--- config.mk ---
export PLATFORM = sky130hd
export DESIGN_NAME = thresholded_edit_distance_core
export DESIGN_NICKNAME = d
export VERILOG_FILES = /design/src/tedc_pkg.sv /design/src/tedc_ram.sv /design/src/tedc_front.sv /design/src/tedc_engine.sv /design/src/thresholded_edit_distance_core.sv
export SDC_FILE = /design/constraint.sdc
export NUM_CORES = 2
export LEC_CHECK = 0
export BUFFER_PORTS_ARGS = -buffer_cell sky130_fd_sc_hd__clkbuf_2
export CORE_ASPECT_RATIO = 1.1
export CORE_MARGIN = 10
export CORE_UTILIZATION = 59
export CTS_BUF_LIST = sky130_fd_sc_hd__clkbuf_2
export DETAILED_ROUTE_END_ITERATION = 16
export PLACE_DENSITY = 0.78
export REMOVE_ABC_BUFFERS = 1
export SLEW_MARGIN = 20
export SYNTH_ARGS = -nofsm -noshare
export SYNTH_HDL_FRONTEND = slang
export SYNTH_SLANG_ARGS = --single-unit
export TNS_END_PERCENT = 30
--- constraint.sdc ---
create_clock -name i_clk -period 6.1 [get_ports i_clk]
set_input_delay 0.915 -clock i_clk [delete_from_list [all_inputs] [get_ports i_clk]]
set_output_delay 0.915 -clock i_clk [all_outputs]
set_load 0.02 [all_outputs]
--- src/tedc_pkg.sv ---
// Shared types and constants for the thresholded edit distance core.
package tedc_pkg;

    localparam int MAX_LEN_DEFAULT = 64;
    localparam int QUEUE_DEPTH     = 2;
    localparam int CHAR_W          = 8;
    localparam int CMD_W           = 2;
    localparam int LIMIT_W         = 7;
    localparam int DIST_W          = 7;

    localparam logic [LIMIT_W-1:0] LIMIT_RESET = LIMIT_W'(1);

    localparam logic [CMD_W-1:0] CMD_APPEND_FIRST  = CMD_W'(0);
    localparam logic [CMD_W-1:0] CMD_APPEND_SECOND = CMD_W'(1);
    localparam logic [CMD_W-1:0] CMD_COMPARE       = CMD_W'(2);

    typedef struct packed {
        logic [CMD_W-1:0]  command;
        logic [CHAR_W-1:0] char_code;
    } t_request;

    typedef struct packed {
        logic [DIST_W-1:0] distance;
        logic              over_limit;
        logic              truncated;
    } t_result;

    typedef enum logic [1:0] {
        OP_APPEND_FIRST,
        OP_APPEND_SECOND,
        OP_COMPARE
    } t_op;

    typedef struct packed {
        t_op               op;
        logic [CHAR_W-1:0] char_code;
    } t_task;

endpackage

--- src/tedc_ram.sv ---
// Generic simple dual-port RAM with registered read.
module tedc_ram #(
    parameter int WIDTH = 8,
    parameter int DEPTH = 64
) (
    input  logic                     i_clk,
    input  logic                     i_wr_en,
    input  logic [$clog2(DEPTH)-1:0] i_wr_addr,
    input  logic [WIDTH-1:0]         i_wr_data,
    input  logic                     i_rd_en,
    input  logic [$clog2(DEPTH)-1:0] i_rd_addr,
    output logic [WIDTH-1:0]         o_rd_data
);

    logic [WIDTH-1:0] r_mem [DEPTH];
    logic [WIDTH-1:0] r_rd_data;

    always_ff @(posedge i_clk) begin
        if (i_wr_en) begin
            r_mem[i_wr_addr] <= i_wr_data;
        end
        if (i_rd_en) begin
            r_rd_data <= r_mem[i_rd_addr];
        end
    end

    assign o_rd_data = r_rd_data;

endmodule

--- src/tedc_front.sv ---
// Request intake: decodes commands and queues them for the engine.
module tedc_front (
    input  logic               i_clk,
    input  logic               i_rst_n,
    input  logic               i_start,
    output logic               o_busy,
    input  tedc_pkg::t_request i_request,
    output logic               o_task_valid,
    output tedc_pkg::t_task    o_task,
    input  logic               i_task_pop
);
    import tedc_pkg::*;

    localparam int QPW = $clog2(QUEUE_DEPTH);
    localparam int QCW = $clog2(QUEUE_DEPTH + 1);

    t_task            r_slot [QUEUE_DEPTH];
    logic [QPW-1:0]   r_wr_ptr;
    logic [QPW-1:0]   r_rd_ptr;
    logic [QCW-1:0]   r_count;

    logic             accept;
    logic             push;
    t_task            new_task;

    assign o_busy       = (r_count == QCW'(QUEUE_DEPTH));
    assign accept       = i_start && !o_busy;
    assign o_task_valid = (r_count != '0);
    assign o_task       = r_slot[r_rd_ptr];

    always_comb begin
        push               = 1'b0;
        new_task.op        = OP_COMPARE;
        new_task.char_code = i_request.char_code;
        unique case (i_request.command)
            CMD_APPEND_FIRST: begin
                push        = accept;
                new_task.op = OP_APPEND_FIRST;
            end
            CMD_APPEND_SECOND: begin
                push        = accept;
                new_task.op = OP_APPEND_SECOND;
            end
            CMD_COMPARE: begin
                push        = accept;
                new_task.op = OP_COMPARE;
            end
            default: begin
                push = 1'b0;  // unused code, dropped
            end
        endcase
    end

    always_ff @(posedge i_clk) begin
        if (!i_rst_n) begin
            r_wr_ptr <= '0;
            r_rd_ptr <= '0;
            r_count  <= '0;
        end else begin
            if (push) begin
                r_slot[r_wr_ptr] <= new_task;
                r_wr_ptr         <= r_wr_ptr + QPW'(1);
            end
            if (i_task_pop) begin
                r_rd_ptr <= r_rd_ptr + QPW'(1);
            end
            if (push && !i_task_pop) begin
                r_count <= r_count + QCW'(1);
            end else if (!push && i_task_pop) begin
                r_count <= r_count - QCW'(1);
            end
        end
    end

endmodule

--- src/tedc_engine.sv ---
// Back end: string storage, DP sweep over one row memory, limit check.
module tedc_engine #(
    parameter int MAX_LEN = tedc_pkg::MAX_LEN_DEFAULT
) (
    input  logic                         i_clk,
    input  logic                         i_rst_n,
    input  logic                         i_task_valid,
    input  tedc_pkg::t_task              i_task,
    output logic                         o_task_pop,
    input  logic                         i_cfg_valid,
    input  logic [tedc_pkg::LIMIT_W-1:0] i_cfg_data,
    output logic                         o_done,
    output tedc_pkg::t_result            o_result
);
    import tedc_pkg::*;

    localparam int AW = $clog2(MAX_LEN);
    localparam int LW = $clog2(MAX_LEN + 1);
    localparam int DW = $clog2(MAX_LEN + 2);
    localparam int CW = (DW > LIMIT_W) ? DW : LIMIT_W;

    typedef enum logic [2:0] {
        S_IDLE,
        S_ROW_A,
        S_RUN,
        S_DRAIN,
        S_REPORT
    } t_state;

    t_state               r_state;
    logic [LIMIT_W-1:0]   r_limit;
    logic [LW-1:0]        r_len_a;
    logic [LW-1:0]        r_len_b;
    logic                 r_ovf;
    logic [LW-1:0]        r_i;
    logic [LW-1:0]        r_j;
    logic                 r_cv;
    logic [LW-1:0]        r_ci;
    logic [LW-1:0]        r_cj;
    logic [DW-1:0]        r_left;
    logic [DW-1:0]        r_diag;
    logic [DW-1:0]        r_dist;
    logic                 r_force_over;
    logic                 r_done;
    t_result              r_result;

    logic                 pop;
    logic                 full_a;
    logic                 full_b;
    logic                 a_wr_en;
    logic                 b_wr_en;
    logic [AW-1:0]        a_rd_addr;
    logic [AW-1:0]        run_addr;
    logic [AW-1:0]        row_wr_addr;
    logic [CHAR_W-1:0]    a_rd_data;
    logic [CHAR_W-1:0]    b_rd_data;
    logic [DW-1:0]        row_rd_data;
    logic [LW-1:0]        len_diff;
    logic                 report_over;

    logic [DW-1:0]        c_left;
    logic [DW-1:0]        c_diag;
    logic [DW-1:0]        c_up;
    logic [DW-1:0]        c_sub;
    logic [DW-1:0]        c_ins;
    logic [DW-1:0]        c_del;
    logic [DW-1:0]        c_min;
    logic [DW-1:0]        c_cur;

    assign pop        = (r_state == S_IDLE) && i_task_valid;
    assign o_task_pop = pop;

    assign full_a  = (r_len_a == LW'(MAX_LEN));
    assign full_b  = (r_len_b == LW'(MAX_LEN));
    assign a_wr_en = pop && (i_task.op == OP_APPEND_FIRST) && !full_a;
    assign b_wr_en = pop && (i_task.op == OP_APPEND_SECOND) && !full_b;

    assign a_rd_addr   = AW'(r_i - LW'(1));
    assign run_addr    = AW'(r_j - LW'(1));
    assign row_wr_addr = AW'(r_cj - LW'(1));

    assign len_diff = (r_len_a > r_len_b) ? (r_len_a - r_len_b) : (r_len_b - r_len_a);

    // One DP cell: row memory holds the previous row, column 0 is implicit.
    always_comb begin
        c_left = (r_cj == LW'(1)) ? DW'(r_ci) : r_left;
        c_diag = (r_cj == LW'(1)) ? DW'(r_ci - LW'(1)) : r_diag;
        c_up   = (r_ci == LW'(1)) ? DW'(r_cj) : row_rd_data;
        c_sub  = c_diag + DW'(a_rd_data != b_rd_data);
        c_ins  = c_up + DW'(1);
        c_del  = c_left + DW'(1);
        c_min  = (c_ins < c_del) ? c_ins : c_del;
        c_cur  = (c_sub < c_min) ? c_sub : c_min;
    end

    assign report_over = r_force_over || (CW'(r_dist) > CW'(r_limit));

    tedc_ram #(
        .WIDTH (CHAR_W),
        .DEPTH (MAX_LEN)
    ) u_chars_a (
        .i_clk     (i_clk),
        .i_wr_en   (a_wr_en),
        .i_wr_addr (r_len_a[AW-1:0]),
        .i_wr_data (i_task.char_code),
        .i_rd_en   (r_state == S_ROW_A),
        .i_rd_addr (a_rd_addr),
        .o_rd_data (a_rd_data)
    );

    tedc_ram #(
        .WIDTH (CHAR_W),
        .DEPTH (MAX_LEN)
    ) u_chars_b (
        .i_clk     (i_clk),
        .i_wr_en   (b_wr_en),
        .i_wr_addr (r_len_b[AW-1:0]),
        .i_wr_data (i_task.char_code),
        .i_rd_en   (r_state == S_RUN),
        .i_rd_addr (run_addr),
        .o_rd_data (b_rd_data)
    );

    tedc_ram #(
        .WIDTH (DW),
        .DEPTH (MAX_LEN)
    ) u_row (
        .i_clk     (i_clk),
        .i_wr_en   (r_cv),
        .i_wr_addr (row_wr_addr),
        .i_wr_data (c_cur),
        .i_rd_en   (r_state == S_RUN),
        .i_rd_addr (run_addr),
        .o_rd_data (row_rd_data)
    );

    always_ff @(posedge i_clk) begin
        if (!i_rst_n) begin
            r_state <= S_IDLE;
            r_limit <= LIMIT_RESET;
            r_len_a <= '0;
            r_len_b <= '0;
            r_ovf   <= 1'b0;
            r_cv    <= 1'b0;
            r_done  <= 1'b0;
        end else begin
            r_done <= 1'b0;
            r_cv   <= (r_state == S_RUN);
            r_ci   <= r_i;
            r_cj   <= r_j;

            if (i_cfg_valid) begin
                r_limit <= i_cfg_data;
            end

            if (r_cv) begin
                r_left <= c_cur;
                r_diag <= c_up;
                if ((r_ci == r_len_a) && (r_cj == r_len_b)) begin
                    r_dist <= c_cur;
                end
            end

            unique case (r_state)
                S_IDLE: begin
                    if (pop) begin
                        unique case (i_task.op)
                            OP_APPEND_FIRST: begin
                                if (full_a) begin
                                    r_ovf <= 1'b1;
                                end else begin
                                    r_len_a <= r_len_a + LW'(1);
                                end
                            end
                            OP_APPEND_SECOND: begin
                                if (full_b) begin
                                    r_ovf <= 1'b1;
                                end else begin
                                    r_len_b <= r_len_b + LW'(1);
                                end
                            end
                            OP_COMPARE: begin
                                r_force_over <= 1'b0;
                                r_i          <= LW'(1);
                                priority if ((r_len_a == '0) || (r_len_b == '0)) begin
                                    r_dist  <= DW'(r_len_a) + DW'(r_len_b);
                                    r_state <= S_REPORT;
                                end else if (CW'(len_diff) > CW'(r_limit)) begin
                                    r_force_over <= 1'b1;
                                    r_state      <= S_REPORT;
                                end else begin
                                    r_state <= S_ROW_A;
                                end
                            end
                            default: begin
                                r_state <= S_IDLE;
                            end
                        endcase
                    end
                end
                S_ROW_A: begin
                    r_j     <= LW'(1);
                    r_state <= S_RUN;
                end
                S_RUN: begin
                    if (r_j == r_len_b) begin
                        if (r_i == r_len_a) begin
                            r_state <= S_DRAIN;
                        end else begin
                            r_i     <= r_i + LW'(1);
                            r_state <= S_ROW_A;
                        end
                    end else begin
                        r_j <= r_j + LW'(1);
                    end
                end
                S_DRAIN: begin
                    r_state <= S_REPORT;
                end
                S_REPORT: begin
                    r_done              <= 1'b1;
                    r_result.over_limit <= report_over;
                    r_result.distance   <= report_over ? '0 : DIST_W'(r_dist);
                    r_result.truncated  <= r_ovf;
                    r_len_a             <= '0;
                    r_len_b             <= '0;
                    r_ovf               <= 1'b0;
                    r_state             <= S_IDLE;
                end
                default: begin
                    r_state <= S_IDLE;
                end
            endcase
        end
    end

    assign o_done   = r_done;
    assign o_result = r_result;

endmodule

--- src/thresholded_edit_distance_core.sv ---
// Top level of the thresholded edit distance core.
//
// Characters load one per cycle while busy is low, through a two-entry
// request queue; busy is high only while that queue is full. Once a compare
// leaves the queue, the engine computes one DP cell per cycle over a single
// row memory, with a row-start step before each row; it skips the sweep
// when a string is empty or the length difference is over the limit.
// Each result is shown for one cycle with o_done high and cannot be held
// off by the receiver. The limit register may be written only while no
// request is outstanding.
module thresholded_edit_distance_core #(
    parameter int MAX_LEN = tedc_pkg::MAX_LEN_DEFAULT
) (
    input  logic                         i_clk,
    input  logic                         i_rst_n,
    input  logic                         start,
    output logic                         busy,
    input  tedc_pkg::t_request           i_request,
    input  logic                         i_cfg_valid,
    output logic                         o_cfg_ready,
    input  logic [tedc_pkg::LIMIT_W-1:0] i_cfg_data,
    output logic                         o_done,
    output tedc_pkg::t_result            o_result
);
    import tedc_pkg::*;

    logic  task_valid;
    logic  task_pop;
    t_task task_data;

    assign o_cfg_ready = 1'b1;

    tedc_front u_front (
        .i_clk        (i_clk),
        .i_rst_n      (i_rst_n),
        .i_start      (start),
        .o_busy       (busy),
        .i_request    (i_request),
        .o_task_valid (task_valid),
        .o_task       (task_data),
        .i_task_pop   (task_pop)
    );

    tedc_engine #(
        .MAX_LEN (MAX_LEN)
    ) u_engine (
        .i_clk        (i_clk),
        .i_rst_n      (i_rst_n),
        .i_task_valid (task_valid),
        .i_task       (task_data),
        .o_task_pop   (task_pop),
        .i_cfg_valid  (i_cfg_valid && o_cfg_ready),
        .i_cfg_data   (i_cfg_data),
        .o_done       (o_done),
        .o_result     (o_result)
    );

endmodule

Yosys cells after proc, flatten, opt, wreduce, memory -nomap -nowiden
Memory sizes are Yosys's and may differ from the RTL's. A register that Yosys moved wholly into a read port is not among the register bits.
Cells that the tools add are included.
- add/subtract/negate cells: 18
- multiply operators: 0
- divide/modulo/power cells: 0
- magnitude comparators: 5
- eq/ne operators: 31
- shift-type cells: 0
- muxes and demuxes: 56
- bitwise gates (word level): 0
- reduce and logical (&&, ||, !) cells: 37
- operators by type and width (kind ; number):
    7-bit 2-to-1 mux ; 23
    7-bit one-hot mux with 2 select lines ; 4
    7-bit by 1-bit adder with 7-bit output (second input constant) ; 6
    7-bit equality test ; 4
    7-bit greater-than comparator ; 3
    6-bit by 1-bit subtractor with 6-bit output (second input constant) ; 3
    1-bit 2-to-1 mux ; 17
    2-bit inequality test (second input constant) ; 8
    7-bit by 1-bit equality test with 1-bit output (second input constant) ; 2
    7-bit equality test (second input constant) ; 2
    7-bit logical NOT ; 2
    7-bit < comparator ; 2
    7-bit subtractor ; 2
    3-bit 2-to-1 mux ; 4
    3-bit one-hot mux with 4 select lines ; 1
    4-bit AND reduction ; 3
    2-bit nonzero test ; 5
    1-bit logical AND ; 9
    8-bit inequality test ; 1
    7-bit by 1-bit adder with 7-bit output ; 1
    7-bit adder ; 1
    7-bit by 1-bit subtractor with 7-bit output (second input constant) ; 1
    2-bit equality test (second input constant) ; 3
    3-bit by 2-bit equality test with 1-bit output (second input constant) ; 2
    23 further kinds ; 38
- register bits: 90
- latch bits: 0
- RAM bits: 1492
- memory bits (read-only): 0
- bits of input ports: 21
- output and inout port bits: 12
- word-level logic and storage cells: 172
- memories: 4
- memories (memory ; depth ; bits a word ; rd ports ; clocked after Yosys merged registers in ; write ports ; RTL line ; source):
    u_engine.u_chars_a.r_mem ; 64 ; 8 ; 1 ; 1 ; 1 ; tedc_ram.sv:15 ; logic [WIDTH-1:0] r_mem [DEPTH];
    u_engine.u_chars_b.r_mem ; 64 ; 8 ; 1 ; 1 ; 1 ; tedc_ram.sv:15 ;
    u_engine.u_row.r_mem ; 64 ; 7 ; 1 ; 1 ; 1 ; tedc_ram.sv:15 ;
    u_front.r_slot ; 2 ; 10 ; 1 ; 1 ; 1 ; tedc_front.sv:17 ; t_task r_slot [QUEUE_DEPTH];

Logic depth before layout (Yosys ltp)
- word-level depth: 13
- depth in mapped cells: 28
- depth with buffers taken out: 26

Hierarchy
From an unflattened synthesis, not the netlist that was laid out.
- cells, all modules: 3477
- area total of the unflattened synthesis: 65698.0 um^2
- modules (own cells, without submodules) (module ; instances ; cells an instance ; area each (um^2) ; sequential area each (um^2)):
    tedc_ram at u_engine.u_chars_a ... ; 2 ; 940 ; 20246.9 ; 15615.0
    tedc_ram at u_engine.u_row ; 1 ; 827 ; 17705.7 ; 13663.1
    tedc_engine ; 1 ; 709 ; 6526.3 ; 2312.2
    tedc_front ; 1 ; 59 ; 960.9 ; 700.7
    thresholded_edit_distance_core ; 1 ; 2 ; 11.3 ; 0.0

Least setup slack after synthesis
OpenSTA, ideal clock, no wires.
- path kind: reg2reg
- from: register u_engine.r_ci[1]
- to: register u_engine.r_left[5] (data pin)
- setup time: 0.504 ns
- data arrival time: 6.249 ns
- data required time: 5.596 ns
- path slack: -0.653 ns
- stages on the path, launching flop included: 27
- path buffers: 2
- clock period less this slack: 6.753 ns
- path through: edfxtp_1 clkbuf_1 inv_1 ha_1 nor2b_1 nand2_2 buf_2 nand2_1 o21ai_0 ha_1 xor2_1 ha_1 a21o_1 a21oi_1 o21ai_2 o22ai_2 nand2_2 a31oi_4 mux2i_1 ha_1 a21o_1 a21oi_1 nand2_1 or2_2 o21a_4 and2_4 nor2_1
- word-level cells in the longest chain between the ends: 7
- elaborated cells between the ends (all ways): 12
- classes of those cells: 4 x add/sub; 2 x order compare; 1 x eq/ne; 5 x mux
- RTL lines (element ; RTL line ; source):
    from (decl) ; tedc_engine.sv:38 ; logic [LW-1:0] r_ci;
    from (signal assigned) ; tedc_engine.sv:149 ; r_ci <= r_i;
    7-bit by 1-bit equality test with 1-bit output * ; tedc_engine.sv:88 ; c_up = (r_ci == LW'(1)) ? DW'(r_cj) : row_rd_data;
    7-bit 2-to-1 mux * ; tedc_engine.sv:88 ;
    net u_engine.c_up[1] ; tedc_engine.sv:63 ; logic [DW-1:0] c_up;
    7-bit by 1-bit adder with 7-bit output * ; tedc_engine.sv:90 ; c_ins = c_up + DW'(1);
    7-bit < comparator ; tedc_engine.sv:92 ; c_min = (c_ins < c_del) ? c_ins : c_del;
    7-bit 2-to-1 mux * ; tedc_engine.sv:92 ;
    7-bit < comparator ; tedc_engine.sv:93 ; c_cur = (c_sub < c_min) ? c_sub : c_min;
    7-bit 2-to-1 mux * ; tedc_engine.sv:93 ;
    net u_engine.c_cur[5] ; tedc_engine.sv:68 ; logic [DW-1:0] c_cur;
    to (signal assigned) ; tedc_engine.sv:157 ; r_left <= c_cur;
    to (decl) ; tedc_engine.sv:40 ; logic [DW-1:0] r_left;
Mark *: on every way through the listed nets, which the timed path passes. The rest lies on a longest branch.
A chain may end at the register's enable or synchronous reset.

Worst setup path in the final report
- from: register u_engine.r_cj[1]
- to: memory u_engine.u_row.r_mem[28][3] (netlist name) (data pin)
- word-level cells in the longest chain between the ends: 7
- elaborated cells between the ends (all ways): 11
- classes of those cells: 3 x add/sub; 2 x order compare; 1 x eq/ne; 5 x mux
- RTL lines (element ; RTL line ; source):
    from (decl) ; tedc_engine.sv:39 ; logic [LW-1:0] r_cj;
    from (signal assigned) ; tedc_engine.sv:150 ; r_cj <= r_j;
    7-bit by 1-bit equality test with 1-bit output ; tedc_engine.sv:86, tedc_engine.sv:87 ;
    7-bit 2-to-1 mux ; tedc_engine.sv:86 ; c_left = (r_cj == LW'(1)) ? DW'(r_ci) : r_left;
    7-bit by 1-bit adder with 7-bit output ; tedc_engine.sv:91 ; c_del = c_left + DW'(1);
    7-bit < comparator ; tedc_engine.sv:92 ;
    7-bit 2-to-1 mux ; tedc_engine.sv:92 ;
    7-bit < comparator ; tedc_engine.sv:93 ;
    7-bit 2-to-1 mux * ; tedc_engine.sv:93 ;
    net u_engine.c_cur[3] ; tedc_engine.sv:68 ;
    to (decl) ; tedc_ram.sv:15 ;
Marks and branches as above.

==> results.toml <==
[timing]
period_share_pct = 93.71
slew_violations = 0
rsz0062_at_grt = "false"
layout_min_cycle_time_ns = 5.716
relSlewSlack_pct = 25.31
worst_pin_slew_ns = 1.115
fin_setup_tns_ns = 0
fin_hold_ws_ns = 0.2864
fmax_mhz = 174.9
finalClockSkew_ns = 0.1811
final-hold-violation-count = 0
setup_viol = 0

[pwr]
power_mw = 21.23
internal-power_mw = 15.82
swShare_pct = 25.48
pwr-share-comb_pct = 8.4
ir_worst_vdd_mv = 0.2257
power.share.sequential_pct = 60.3
p_leak_nw = 23.02
clkPwrFrac_pct = 31.3
power_density_nw_per_um2 = 299.8
p_switching_mw = 5.410

[clock_network]
cts.sinks = 1606
clk_path_buf_depth = 4
cts_buffers = 382
cts_tree = "built"
clkLatencyLatePin_ns = 1.69
cts-root-buf = "clkbuf_2"
path_clk_slew_ns = 0.11
ctsHtreeMaxLevel = 5

[floorplanning]
pin_count = 33
die_w_um = 336.5
die-area_um2 = 123900
start_util_pct = 59.56
die_y_um = 368.2
core_area_um2 = 109200
rows = 127

[synthesis]
ys_seq_elements = 1606
postSynth.asyncResetShare_pct = 0
syn_area_per_cell_um2 = 20.75
synth-edff-count = 1574
synth_area_leaders = "edfxtp_1 (73%), mux4_2 (17%), nor2_1 (1.6%)"
ys_warn_count = 0
synth_top_area_cell = "edfxtp_1"
synth_most_common_cell = "edfxtp_1"
synth_top_area_share_pct = 72.69
synthDistinctLibCells = 69
synth_ff_type = "edfxtp_1"
syn_area_um2 = 65020
synth-seq-area-share_pct = 73.67
netlist_top_cells_count = "edfxtp_1 (1574), mux4_2 (483), nor2_1 (270)"
syn_inst = 3133

[global_routing]
grt_pass1_wl_mm = 213.7
grt_max_degree = 113
grt_overflow = 0
grt.total_usage_pct = 23.10
grt_pass1_vias = 33940
antenna_found_initial = 4

[setup_path]
cpMostUsedCell = "a21o_1"
cp-start-kind = "register"
slowest_delay_ns = 0.40
end_kind = "register"
cp.arrival_ns = 6.92
critPathKind = "register to register"
crit_required_ns = 7.31
crit_path_cell_trace = "inv_1, ha_1, nor4b_4, nand2_2, mux2i_2, nand2_1, xor2_1, mux2i_1, inv_1, ha_1, a21o_1, a21o_1, nand2_1, o21ai_0, ha_1, a21o_1, a21o_1, a21oi_1, nand2_1, or2_2, o21a_4, nor2_1, nor2_4, buf_12"
crit_fanout = 65
slowest_stage = "edfxtp_1"

[routing]
post-route-drc-count = 0
wl_per_cell_um = 27.26
drt_pass1_iterations = 5
num_vias = 32790
via_per_inst = 6.320
wl_mm = 141.4
drt_iter0_drc = 3604
detail-route-antenna-nets = 0

[placed_design]
gp_congestion = 0.8756
hpwlAfterDp_mm = 87.31
io_buffer_count = 31

[layout]
final_nets = 3582
final_util_pct = 64.87
num-fill-cells = 7001
syn_to_final_growth_pct = 8.902
drive_gt1_share_pct = 31.66

[hold_path]
hold_path.class = "input pin to register"

[status]
status = "completed"

[flow_run]
drv_cap = 0
==> metal layers <==
layer	GRT usage, %	vias up	share of wire [%]
li1	-	13800	-
met1	30.96	16980	38
met2	37.56	1779	51
met3	5.485	243	9.4
met4	7.546	0	2.4
met5	0	-	0
==> path summary, 6_finish.rpt <==
kind | cells after the start | from | to | slack (ns)
worst min-delay path | 3 | i_request[9] | u_front.r_slot[0][8] | 0.29
worst max-delay path | 24 | u_engine.r_cj[1] | u_engine.u_row.r_mem[28][3] | 0.38
worst max register to register | 24 | u_engine.r_cj[1] | u_engine.u_row.r_mem[28][3] | 0.38
worst min register to register | 2 | u_engine.r_ovf | u_engine.r_ovf | 0.50
==> power groups by stage <==
stage	clock network [mW]	registers (mW)	logic, mW
6_report	6.64	12.8	1.78
5_1_grt	7.37	12.8	1.91
4_1_cts	6.78	12.8	1.76
3_5_place_dp	0	13.1	1.74
3_3_place_gp	0	13.1	1.62
2_1_floorplan	0	13.1	1.01
==> flip-flops by register name, indices dropped and copies added, names as in the netlist, 8 cells and up, named ones only <==
register / cells
u_engine.u_chars_a.o_rd_data: 8
u_engine.u_chars_b.r_mem: 512
u_engine.u_chars_b.o_rd_data: 8
u_front.r_slot: 20
u_engine.u_row.r_mem: 448
u_engine.u_chars_a.r_mem: 512
u_engine.o_result: 9
==> worst max-delay path, delay by kind of cell, from the launching register on <==
family	cells	cell delay, ns
AO/OA/AOI/OAI	7	1.45
XOR/XNOR	1	0.15
adder cells (fa/ha/maj)	3	0.89
buffers and inverters	3	0.39
flip-flops	1	0.40
multiplexers	2	0.51
AND/OR/NAND/NOR	8	1.47
==> area by class of cell <==
class / count / area (um^2) / area share, %
Antenna cell: 5 / 12.51 / 0.01767
Multi-Input combinational cell: 1324 / 16450 / 23.23
Clock buffer: 531 / 2658 / 3.753
Timing Repair Buffer: 136 / 1189 / 1.679
Sequential cell: 1606 / 47910 / 67.65
Clock inverter: 120 / 641.9 / 0.9064
Tap cell: 1419 / 1775 / 2.507
Inverter: 48 / 180.2 / 0.2544
==> placed cells by master (no fill, tap or decap), drive strengths merged, types with 4 or more instances in the layout <==
master / n
bufinv: 6
o21bai: 7
xnor2: 61
a21boi: 4
mux4: 483
o21a: 11
or3: 7
edfxtp: 1574
nand3: 43
xor2: 46
nand4: 17
dfxtp: 32
a22oi: 5
buf: 58
a21o: 11
nor3b: 4
nand2: 69
nand3b: 5
nor2: 271
o21ai: 24
clkinv: 110
mux2: 15
nand2b: 7
nor3: 15
nor2b: 17
and3: 12
dlygate4sd3: 47
and2: 23
a21oi: 37
mux2i: 29
clkbuf: 562
ha: 60
nor4: 6
diode: 5
o31ai: 5
inv: 50
o22ai: 4
==> timing repair <==
action	4_1_cts	5_1_grt
hold buffers	47	0
gates resized for setup	0	5
setup buffers	0	2
endpoints found under the setup margin	0	80
hold endpoints to repair	90	0
==> kinds of logic (layout without fill, tap and decap cells) <==
group,after synthesis,after routing,share of synthesized area [%]
AO/OA/AOI/OAI,124,124,1.328
XOR/XNOR,107,107,1.441
adder cells (fa/ha/maj),63,63,1.247
buffers and inverters,204,835,1.305
flip-flops,1606,1606,73.67
multiplexers,527,527,17.48
other,1,6,0.005767
AND/OR/NAND/NOR,501,502,3.519
==> through the flow <==
step                      area [um^2]  std cells  setup slack, ns
after global routing            70810       5188          0.04541
after CTS                       70750       5181           0.2363
after global placement          66980       4483           0.3586
after floorplan                 64360       2977           -10.46
after detailed placement        66980       4483           0.2804
final                           70810       5189           0.3835
No activity file was read; power rests on OpenSTA's default activity.
